==> config.mk <==
export PLATFORM = sky130hd
export DESIGN_NAME = packet_slot_pool
export DESIGN_NICKNAME = d
export VERILOG_FILES = /design/src/psp_pkg.sv /design/src/psp_ram.sv /design/src/psp_ctrl.sv /design/src/packet_slot_pool.sv
export SDC_FILE = /design/constraint.sdc
export NUM_CORES = 1
export LEC_CHECK = 0
export BUFFER_PORTS_ARGS = -buffer_cell sky130_fd_sc_hd__buf_4
export CAP_MARGIN = 30
export CORE_ASPECT_RATIO = 0.5
export CORE_MARGIN = 2
export CORE_UTILIZATION = 50
export DETAILED_ROUTE_END_ITERATION = 12
export PLACE_DENSITY = 0.62
export SLEW_MARGIN = 20
export SYNTH_ARGS = -nofsm -noshare
export SYNTH_HDL_FRONTEND = slang
export SYNTH_SLANG_ARGS = --single-unit
==> constraint.sdc <==
create_clock -name clk_i -period 4.02 [get_ports clk_i]
set_input_delay 0 -clock clk_i [delete_from_list [all_inputs] [get_ports clk_i]]
set_output_delay 0 -clock clk_i [all_outputs]
set_load 0.03 [all_outputs]
==> src/psp_pkg.sv <==
// ----------------------------------------------------------------------------
// psp_pkg
// Shared constants and request/response types for the packet slot pool.
// ----------------------------------------------------------------------------
package psp_pkg;

  localparam int unsigned NUM_SLOTS = 16;
  localparam int unsigned PKT_BYTES = 512;

  localparam int unsigned SLOT_W  = 4;
  localparam int unsigned LEN_W   = 10;
  localparam int unsigned OFF_W   = 13;
  localparam int unsigned CNT_W   = 5;
  localparam int unsigned REQ_W   = 3;
  localparam int unsigned STAT_W  = 2;

  // free ring in the lower half, pending ring in the upper half
  localparam int unsigned RING_DEPTH = 2 * NUM_SLOTS;
  localparam int unsigned RING_AW    = $clog2(RING_DEPTH);

  localparam logic [REQ_W-1:0] REQ_ACQUIRE = 3'd0;
  localparam logic [REQ_W-1:0] REQ_RELEASE = 3'd1;
  localparam logic [REQ_W-1:0] REQ_ENQUEUE = 3'd2;
  localparam logic [REQ_W-1:0] REQ_POP     = 3'd3;
  localparam logic [REQ_W-1:0] REQ_DISCARD = 3'd4;

  localparam logic [STAT_W-1:0] STATUS_OK    = 2'd0;
  localparam logic [STAT_W-1:0] STATUS_BUSY  = 2'd1;
  localparam logic [STAT_W-1:0] STATUS_EMPTY = 2'd2;

  typedef struct packed {
    logic [REQ_W-1:0]  req_type;
    logic [SLOT_W-1:0] slot;
    logic [LEN_W-1:0]  length;
  } req_t;

  typedef struct packed {
    logic [STAT_W-1:0] status;
    logic [SLOT_W-1:0] out_slot;
    logic [LEN_W-1:0]  out_length;
    logic [OFF_W-1:0]  buffer_offset;
    logic [CNT_W-1:0]  pend_count;
    logic [CNT_W-1:0]  free_count;
  } rsp_t;

  typedef struct packed {
    logic               we;
    logic [RING_AW-1:0] waddr;
    logic [SLOT_W-1:0]  wdata;
    logic [RING_AW-1:0] raddr;
  } ring_port_t;

  typedef struct packed {
    logic              we;
    logic [SLOT_W-1:0] waddr;
    logic [LEN_W-1:0]  wdata;
    logic [SLOT_W-1:0] raddr;
  } len_port_t;

endpackage

==> src/psp_ram.sv <==
// ----------------------------------------------------------------------------
// psp_ram
// Simple dual-port synchronous RAM, one write and one registered read port.
// ----------------------------------------------------------------------------
module psp_ram #(
  parameter int unsigned DEPTH = 16,
  parameter int unsigned WIDTH = 8,
  parameter int unsigned AW    = $clog2(DEPTH)
) (
  input  logic             clk_i,
  input  logic             we_i,
  input  logic [AW-1:0]    waddr_i,
  input  logic [WIDTH-1:0] wdata_i,
  input  logic [AW-1:0]    raddr_i,
  output logic [WIDTH-1:0] rdata_o
);

  logic [WIDTH-1:0] mem [DEPTH];

  always_ff @(posedge clk_i) begin
    if (we_i) begin
      mem[waddr_i] <= wdata_i;
    end
  end

  always_ff @(posedge clk_i) begin
    rdata_o <= mem[raddr_i];
  end

endmodule

==> src/psp_ctrl.sv <==
// ----------------------------------------------------------------------------
// psp_ctrl
// Request sequencer: ring pointers, levels, reset-value flags and the
// response register, driving the ring and length memories.
// ----------------------------------------------------------------------------
module psp_ctrl import psp_pkg::*; (
  input  logic              clk_i,
  input  logic              rst_ni,
  input  logic              in_valid_i,
  output logic              in_stall_o,
  input  req_t              in_req_i,
  output logic              out_valid_o,
  input  logic              out_stall_i,
  output rsp_t              out_rsp_o,
  output ring_port_t        ring_o,
  input  logic [SLOT_W-1:0] ring_rdata_i,
  output len_port_t         len_o,
  input  logic [LEN_W-1:0]  len_rdata_i
);

  typedef enum logic [2:0] {
    ST_IDLE,
    ST_ACQ,
    ST_POP_SLOT,
    ST_POP_LEN,
    ST_DISCARD,
    ST_HOLD
  } state_e;

  localparam logic [CNT_W-1:0]  LEVEL_FULL = CNT_W'(NUM_SLOTS);
  localparam logic [SLOT_W-1:0] PTR_LAST   = SLOT_W'(NUM_SLOTS - 1);

  function automatic logic [SLOT_W-1:0] ptr_next(logic [SLOT_W-1:0] p);
    return (p == PTR_LAST) ? '0 : p + 1'b1;
  endfunction

  function automatic logic [OFF_W-1:0] slot_offset(logic [SLOT_W-1:0] s);
    logic [31:0] prod;
    prod = 32'(s) * 32'(PKT_BYTES);
    return prod[OFF_W-1:0];
  endfunction

  state_e                  state_q, state_d;
  logic [SLOT_W-1:0]       free_head_q, free_head_d;
  logic [SLOT_W-1:0]       free_tail_q, free_tail_d;
  logic [CNT_W-1:0]        free_level_q, free_level_d;
  logic [SLOT_W-1:0]       pend_head_q, pend_head_d;
  logic [SLOT_W-1:0]       pend_tail_q, pend_tail_d;
  logic [CNT_W-1:0]        pend_level_q, pend_level_d;
  logic [NUM_SLOTS-1:0]    free_vld_q, free_vld_d;
  logic [NUM_SLOTS-1:0]    len_vld_q, len_vld_d;
  logic                    rd_vld_q, rd_vld_d;
  logic [SLOT_W-1:0]       slot_q, slot_d;
  rsp_t                    res_q, res_d;
  rsp_t                    out_q, out_d;
  logic                    out_vld_q, out_vld_d;

  logic                    out_free;
  logic                    emit;
  rsp_t                    r;
  logic                    push_en;
  logic [SLOT_W-1:0]       push_slot;
  logic [SLOT_W-1:0]       rd_slot;

  assign out_free    = !out_vld_q || !out_stall_i;
  assign in_stall_o  = (state_q != ST_IDLE);
  assign out_valid_o = out_vld_q;
  assign out_rsp_o   = out_q;
  assign rd_slot     = ring_rdata_i;

  always_comb begin
    state_d      = state_q;
    free_head_d  = free_head_q;
    free_tail_d  = free_tail_q;
    free_level_d = free_level_q;
    pend_head_d  = pend_head_q;
    pend_tail_d  = pend_tail_q;
    pend_level_d = pend_level_q;
    free_vld_d   = free_vld_q;
    len_vld_d    = len_vld_q;
    rd_vld_d     = rd_vld_q;
    slot_d       = slot_q;
    res_d        = res_q;
    out_d        = out_q;
    out_vld_d    = out_vld_q;
    ring_o       = '0;
    len_o        = '0;
    r            = '0;
    r.status     = STATUS_OK;
    emit         = 1'b0;
    push_en      = 1'b0;
    push_slot    = '0;

    if (out_vld_q && !out_stall_i) begin
      out_vld_d = 1'b0;
    end

    case (state_q)
      ST_IDLE: begin
        if (in_valid_i) begin
          case (in_req_i.req_type)
            REQ_ACQUIRE: begin
              if (free_level_q == '0) begin
                r.status = STATUS_BUSY;
                emit     = 1'b1;
              end else begin
                ring_o.raddr = {1'b0, free_head_q};
                rd_vld_d     = free_vld_q[free_head_q];
                slot_d       = free_head_q;
                free_head_d  = ptr_next(free_head_q);
                free_level_d = free_level_q - 1'b1;
                state_d      = ST_ACQ;
              end
            end
            REQ_RELEASE: begin
              push_en   = 1'b1;
              push_slot = in_req_i.slot;
              emit      = 1'b1;
            end
            REQ_ENQUEUE: begin
              len_o.we    = 1'b1;
              len_o.waddr = in_req_i.slot;
              len_o.wdata = in_req_i.length;
              len_vld_d[in_req_i.slot] = 1'b1;
              if (pend_level_q == LEVEL_FULL) begin
                push_en   = 1'b1;
                push_slot = in_req_i.slot;
                r.status  = STATUS_BUSY;
              end else begin
                ring_o.we    = 1'b1;
                ring_o.waddr = {1'b1, pend_tail_q};
                ring_o.wdata = in_req_i.slot;
                pend_tail_d  = ptr_next(pend_tail_q);
                pend_level_d = pend_level_q + 1'b1;
              end
              emit = 1'b1;
            end
            REQ_POP, REQ_DISCARD: begin
              if (pend_level_q == '0) begin
                r.status = (in_req_i.req_type == REQ_POP) ? STATUS_EMPTY : STATUS_OK;
                emit     = 1'b1;
              end else begin
                ring_o.raddr = {1'b1, pend_head_q};
                pend_head_d  = ptr_next(pend_head_q);
                pend_level_d = pend_level_q - 1'b1;
                state_d      = (in_req_i.req_type == REQ_POP) ? ST_POP_SLOT : ST_DISCARD;
              end
            end
            default: begin
              emit = 1'b1;
            end
          endcase
        end
      end
      ST_ACQ: begin
        r.out_slot      = rd_vld_q ? rd_slot : slot_q;
        r.buffer_offset = slot_offset(r.out_slot);
        emit            = 1'b1;
      end
      ST_POP_SLOT: begin
        len_o.raddr = rd_slot;
        rd_vld_d    = len_vld_q[rd_slot];
        slot_d      = rd_slot;
        state_d     = ST_POP_LEN;
      end
      ST_POP_LEN: begin
        r.out_slot      = slot_q;
        r.out_length    = rd_vld_q ? len_rdata_i : '0;
        r.buffer_offset = slot_offset(slot_q);
        emit            = 1'b1;
      end
      ST_DISCARD: begin
        push_en   = 1'b1;
        push_slot = rd_slot;
        if (pend_level_q != '0) begin
          ring_o.raddr = {1'b1, pend_head_q};
          pend_head_d  = ptr_next(pend_head_q);
          pend_level_d = pend_level_q - 1'b1;
        end else begin
          emit = 1'b1;
        end
      end
      ST_HOLD: begin
        if (out_free) begin
          out_d     = res_q;
          out_vld_d = 1'b1;
          state_d   = ST_IDLE;
        end
      end
      default: begin
        state_d = ST_IDLE;
      end
    endcase

    // give a slot back: length reads as zero, push free if room
    if (push_en) begin
      len_vld_d[push_slot] = 1'b0;
      if (free_level_q != LEVEL_FULL) begin
        ring_o.we    = 1'b1;
        ring_o.waddr = {1'b0, free_tail_q};
        ring_o.wdata = push_slot;
        free_vld_d[free_tail_q] = 1'b1;
        free_tail_d  = ptr_next(free_tail_q);
        free_level_d = free_level_q + 1'b1;
      end
    end

    r.pend_count = pend_level_d;
    r.free_count = free_level_d;

    if (emit) begin
      if (out_free) begin
        out_d     = r;
        out_vld_d = 1'b1;
        state_d   = ST_IDLE;
      end else begin
        res_d   = r;
        state_d = ST_HOLD;
      end
    end
  end

  always_ff @(posedge clk_i or negedge rst_ni) begin
    if (!rst_ni) begin
      state_q      <= ST_IDLE;
      free_head_q  <= '0;
      free_tail_q  <= '0;
      free_level_q <= LEVEL_FULL;
      pend_head_q  <= '0;
      pend_tail_q  <= '0;
      pend_level_q <= '0;
      free_vld_q   <= '0;
      len_vld_q    <= '0;
      rd_vld_q     <= 1'b0;
      slot_q       <= '0;
      res_q        <= '0;
      out_q        <= '0;
      out_vld_q    <= 1'b0;
    end else begin
      state_q      <= state_d;
      free_head_q  <= free_head_d;
      free_tail_q  <= free_tail_d;
      free_level_q <= free_level_d;
      pend_head_q  <= pend_head_d;
      pend_tail_q  <= pend_tail_d;
      pend_level_q <= pend_level_d;
      free_vld_q   <= free_vld_d;
      len_vld_q    <= len_vld_d;
      rd_vld_q     <= rd_vld_d;
      slot_q       <= slot_d;
      res_q        <= res_d;
      out_q        <= out_d;
      out_vld_q    <= out_vld_d;
    end
  end

endmodule

==> src/packet_slot_pool.sv <==
// ----------------------------------------------------------------------------
// packet_slot_pool
// Packet buffer slot pool with free ring, pending queue and length table.
// ----------------------------------------------------------------------------
// Each request gives one response. Release, enqueue, an empty pop or discard,
// an acquire with no free slot and unknown request types are answered from
// the idle state; acquire waits for the registered read of the ring memory
// and a pending pop also for the dependent read of the length memory.
// Discard goes through the pending slots one by one, one ring read and one
// free-ring write each cycle. Both rings share one 32-entry memory and
// lengths sit in a 16-entry memory; reset values come from per-entry flags,
// so there is no clearing pass and requests are taken straight after reset.
// A new request is taken while the previous response still waits in the
// output register.
module packet_slot_pool import psp_pkg::*; (
  input  logic clk_i,
  input  logic rst_ni,
  input  logic in_valid_i,
  output logic in_stall_o,
  input  req_t in_req_i,
  output logic out_valid_o,
  input  logic out_stall_i,
  output rsp_t out_rsp_o
);

  ring_port_t        ring;
  len_port_t         len;
  logic [SLOT_W-1:0] ring_rdata;
  logic [LEN_W-1:0]  len_rdata;

  psp_ctrl u_ctrl (
    .clk_i        (clk_i),
    .rst_ni       (rst_ni),
    .in_valid_i   (in_valid_i),
    .in_stall_o   (in_stall_o),
    .in_req_i     (in_req_i),
    .out_valid_o  (out_valid_o),
    .out_stall_i  (out_stall_i),
    .out_rsp_o    (out_rsp_o),
    .ring_o       (ring),
    .ring_rdata_i (ring_rdata),
    .len_o        (len),
    .len_rdata_i  (len_rdata)
  );

  psp_ram #(
    .DEPTH (RING_DEPTH),
    .WIDTH (SLOT_W)
  ) u_ring_ram (
    .clk_i   (clk_i),
    .we_i    (ring.we),
    .waddr_i (ring.waddr),
    .wdata_i (ring.wdata),
    .raddr_i (ring.raddr),
    .rdata_o (ring_rdata)
  );

  psp_ram #(
    .DEPTH (NUM_SLOTS),
    .WIDTH (LEN_W)
  ) u_len_ram (
    .clk_i   (clk_i),
    .we_i    (len.we),
    .waddr_i (len.waddr),
    .wdata_i (len.wdata),
    .raddr_i (len.raddr),
    .rdata_o (len_rdata)
  );

endmodule

==> flow_summary_export.csv <==
group,metric,value,unit
power,p_comb_share,33.2,%
floorplan,die-area,0.0390,mm²
global_route,grt_pass1_vias,12588,
clock_tree,numCtsBuffers,39,
floorplan,core.rowCount,49,
sta,final-hold-violation-count,0,
synthesis,synth_edf_count,288,
synthesis,synthTopCellsByArea,"edfxtp_1 (46%), dfrtp_1 (18%), nand2_1 (5.5%)",
global_route,grt_util_met1,31.6,%
sta,fin_ws,0.485,ns
worst_setup_path,worstSetupEndpointType,"register",
sta,slew_violations,0,
sta,worst_pin_slew,0.936,ns
power,leakagePower,7.89,nW
global_route,grt_usage,23.1,%
clock_tree,cts_tree,"done",
global_route,grt_pass1_wl,70400,µm
layout,drive_gt1_share,15.3,%
sta,period_share,87.9,%
floorplan,io_pins,62,
floorplan,start_util,51.4,%
worst_setup_path,cp.arrival,3.97,ns
route,ant_nets,0,
route,drt_wl_total,45100,µm
layout,nets,1655,
layout,fin_util,58.4,%
worst_hold_path,holdCritPathClass,"input port to register",
worst_setup_path,cp_max_fo,8,
global_route,top_usage_layer,"met2",
synthesis,ys_types,83,
layout,final_cell_mix,"edfxtp_1 (288), nand2_1 (274), dfrtp_1 (131)",
floorplan,core,0.0364,mm²
run_status,status,"completed",
synthesis,syn_nets,1584,
global_route,grt.met2_usage,39.1,%
sta,slew_headroom,37.6,%
power,seqPwrFrac,41.0,%
synthesis,yosys.area.top_type,"edfxtp_1",
power,p_per_area,701,mW/mm²
power,ir_worst_vdd,0.295,mV
placed_design,numPortBuffers,61,
synthesis,yosysWarnings,0,
global_route,grt_max_degree,110,
sta,tns,0,ns
worst_setup_path,crit_type,"register to register",
synthesis,syn_inst,1552,
layout,fill_cells,2908,
floorplan,fp.dieW,277,µm
worst_setup_path,start_kind,"register",
power,finalPower,14.9,mW
synthesis,postSynthAreaPerCell,12.0,µm²
global_route,gr-usage-met3,3.46,%
clock_tree,htree_levels,2,
synthesis,netlist_area,0.0187,mm²
clock_tree,clockBufferDepth,3,
route,drc,0,
power,switching_power,5.42,mW
layout,diodes,0,
sta,fin_crit,3.54,ns
worst_setup_path,ff2ff_setup_slack,0.48,ns
power,intPower,9.44,mW
sta,rsz0062_at_grt,"false",
layout,area_delta_synth_final,13.6,%
route,post_drt_wl_per_cell,21.1,µm
synthesis,seq_area_frac_synth,65.5,%
sta,skew,0.0290,ns
power,p_clk_share,25.8,%
sta,setup_viol,0,
floorplan,fp.dieH,141,µm
route,via_per_inst,5.92,
power,p_sw_share,36.5,%
clock_tree,postCtsSetupBuffers,0,
placed_design,finalWeightedCongestion,0.894,
worst_setup_path,required,4.46,ns
clock_tree,clkLatencyLatePin,0.55,ns
route,dr.pass1.iters,6,
placed_design,detailedPlace.worstSlack,0.663,ns
sta,fmax,283,MHz
layout,layout_commonest_cell,"edfxtp_1",
synthesis,synth_ff_type,"edfxtp_1",
clock_tree,numClockSinks,434,
synthesis,ys_seq_elements,434,
clock_tree,postCtsHoldBufs,11,
clock_tree,path_clk_slew,0.07,ns
global_route,overflow,0,
synthesis,yosysTopAreaCellShare,46.3,%
route,drt_iter0_markers,1205,
clock_tree,root_buffer,"clkbuf_16",
job,maxCapViolCount,0,
route,vias,12661,
placed_design,dpl.hpwl,29300,µm
synthesis,async_reset_ff_share,30.4,%
clock_tree,cts_resized,0,
global_route,antenna_found_initial,1,
-- logic make-up (layout without fill, tap and decap cells) --
group	count (synthesis)	in the layout	share of synthesized area, %
fa+ha+maj	11	11	0.737
compound gates	351	351	12.1
xor+xnor	7	7	0.328
flops	434	434	65.5
simple gates	566	566	14.0
mux	70	70	4.60
buf+inv	113	215	2.69
-- path summary, 6_finish.rpt --
path	start	endpoint	cells after the start
worst max-delay path	u_ctrl.pend_level_q[0]$_DFF_PN0_	u_ctrl.len_vld_q[4]$_DFF_PN0_	9
worst min-delay path	in_req_i[16]	u_ctrl.rd_vld_q$_DFFE_PN0P_	4
worst max register to register	u_ctrl.pend_level_q[0]$_DFF_PN0_	u_ctrl.len_vld_q[4]$_DFF_PN0_	9
worst min register to register	u_ctrl.free_vld_q[4]$_DFFE_PN0P_	u_ctrl.free_vld_q[4]$_DFFE_PN0P_	1
max in group asynchronous	rst_ni	u_ctrl.free_level_q[4]$_DFF_PN1_	4
min in group asynchronous	rst_ni	u_ctrl.pend_tail_q[0]$_DFFE_PN0P_	3
-- flip-flops by register name, indices dropped and copies added, names as in the netlist, named ones only --
| name | flops |
|---|---|
| u_ctrl.pend_level_q | 5 |
| u_ctrl.out_valid_o | 1 |
| u_ctrl.free_vld_q | 16 |
| u_ctrl.rd_vld_q | 1 |
| u_ctrl.free_tail_q | 4 |
| u_len_ram.rdata_o | 10 |
| u_ctrl.free_level_q | 5 |
| u_ctrl.pend_tail_q | 4 |
| u_len_ram.mem | 160 |
| u_ring_ram.rdata_o | 4 |
| u_ctrl.res_q | 26 |
| u_ctrl.free_head_q | 4 |
| u_ctrl.slot_q | 4 |
| u_ctrl.len_vld_q | 16 |
| u_ring_ram.mem | 128 |
| u_ctrl.out_rsp_o | 30 |
| u_ctrl.pend_head_q | 4 |
| u_ctrl.state_q | 3 |
-- worst max-delay path: stages (launching register included) --
cell and delay, ns:
dfrtp_1 0.46, inv_1 0.12, ha_1 0.28, nand4bb_1 0.27, nor3b_1 0.13, o21a_1 0.27, a22oi_1 0.60, nor3b_1 0.56
a21oi_1 0.15, dlygate4sd3_1 0.59
-- power by group through the flow --
stage	clock [mW]	combinational, mW	sequential (mW)
after detailed placement	0	4.89	6.18
after floorplan	0	3.20	6.22
after global placement	0	4.79	6.15
after CTS	3.92	4.92	6.09
after global routing	4.09	5.35	6.18
final	3.84	4.93	6.10
-- area by class of cell --
type / instances / area [µm²] / share of cell area (%)
clock inverter: 19 / 189 / 0.891
clock buffer: 53 / 1130 / 5.33
inverter: 22 / 85.1 / 0.401
sequential: 434 / 12200 / 57.7
timing repair buffer: 121 / 995 / 4.69
multi-input combinational: 1005 / 5970 / 28.2
tap: 484 / 606 / 2.85
-- layer usage --
metal / wire (µm) / part of all wire [%]
met3: 2130 / 4.7
met1: 20200 / 45
met2: 22000 / 49
met4: 824 / 1.8
met5: 0 / 0
-- Yosys cell counts (13+ instances only) --
| cell | n |
|---|---|
| edfxtp_1 | 288 |
| mux2_2 | 36 |
| o21ai_1 | 26 |
| dfrtp_1 | 131 |
| a31oi_1 | 31 |
| and2_1 | 26 |
| nand4_1 | 23 |
| o21ai_0 | 45 |
| nand2_1 | 274 |
| dfxtp_1 | 14 |
| inv_1 | 21 |
| o31ai_1 | 13 |
| a21oi_1 | 106 |
| nand3_1 | 70 |
| and3_1 | 15 |
| clkbuf_1 | 62 |
| a21o_1 | 19 |
| nor2_1 | 98 |
| buf_2 | 21 |
| mux2i_1 | 25 |
| o211ai_1 | 13 |
-- stage by stage --
| stage | cell area, µm² | hold slack [ns] | cells |
|---|---|---|---|
| finish | 21200 | 0.0553 | 2138 |
| global route | 21200 | 0.0592 | 2138 |
| global placement | 19700 | 0.177 | 2048 |
| floorplan | 18700 | -0.296 | 1552 |
| CTS | 21200 | 0.0302 | 2133 |
| detailed placement | 19700 | 0.200 | 2050 |
Power figures use the tool's default switching activity.
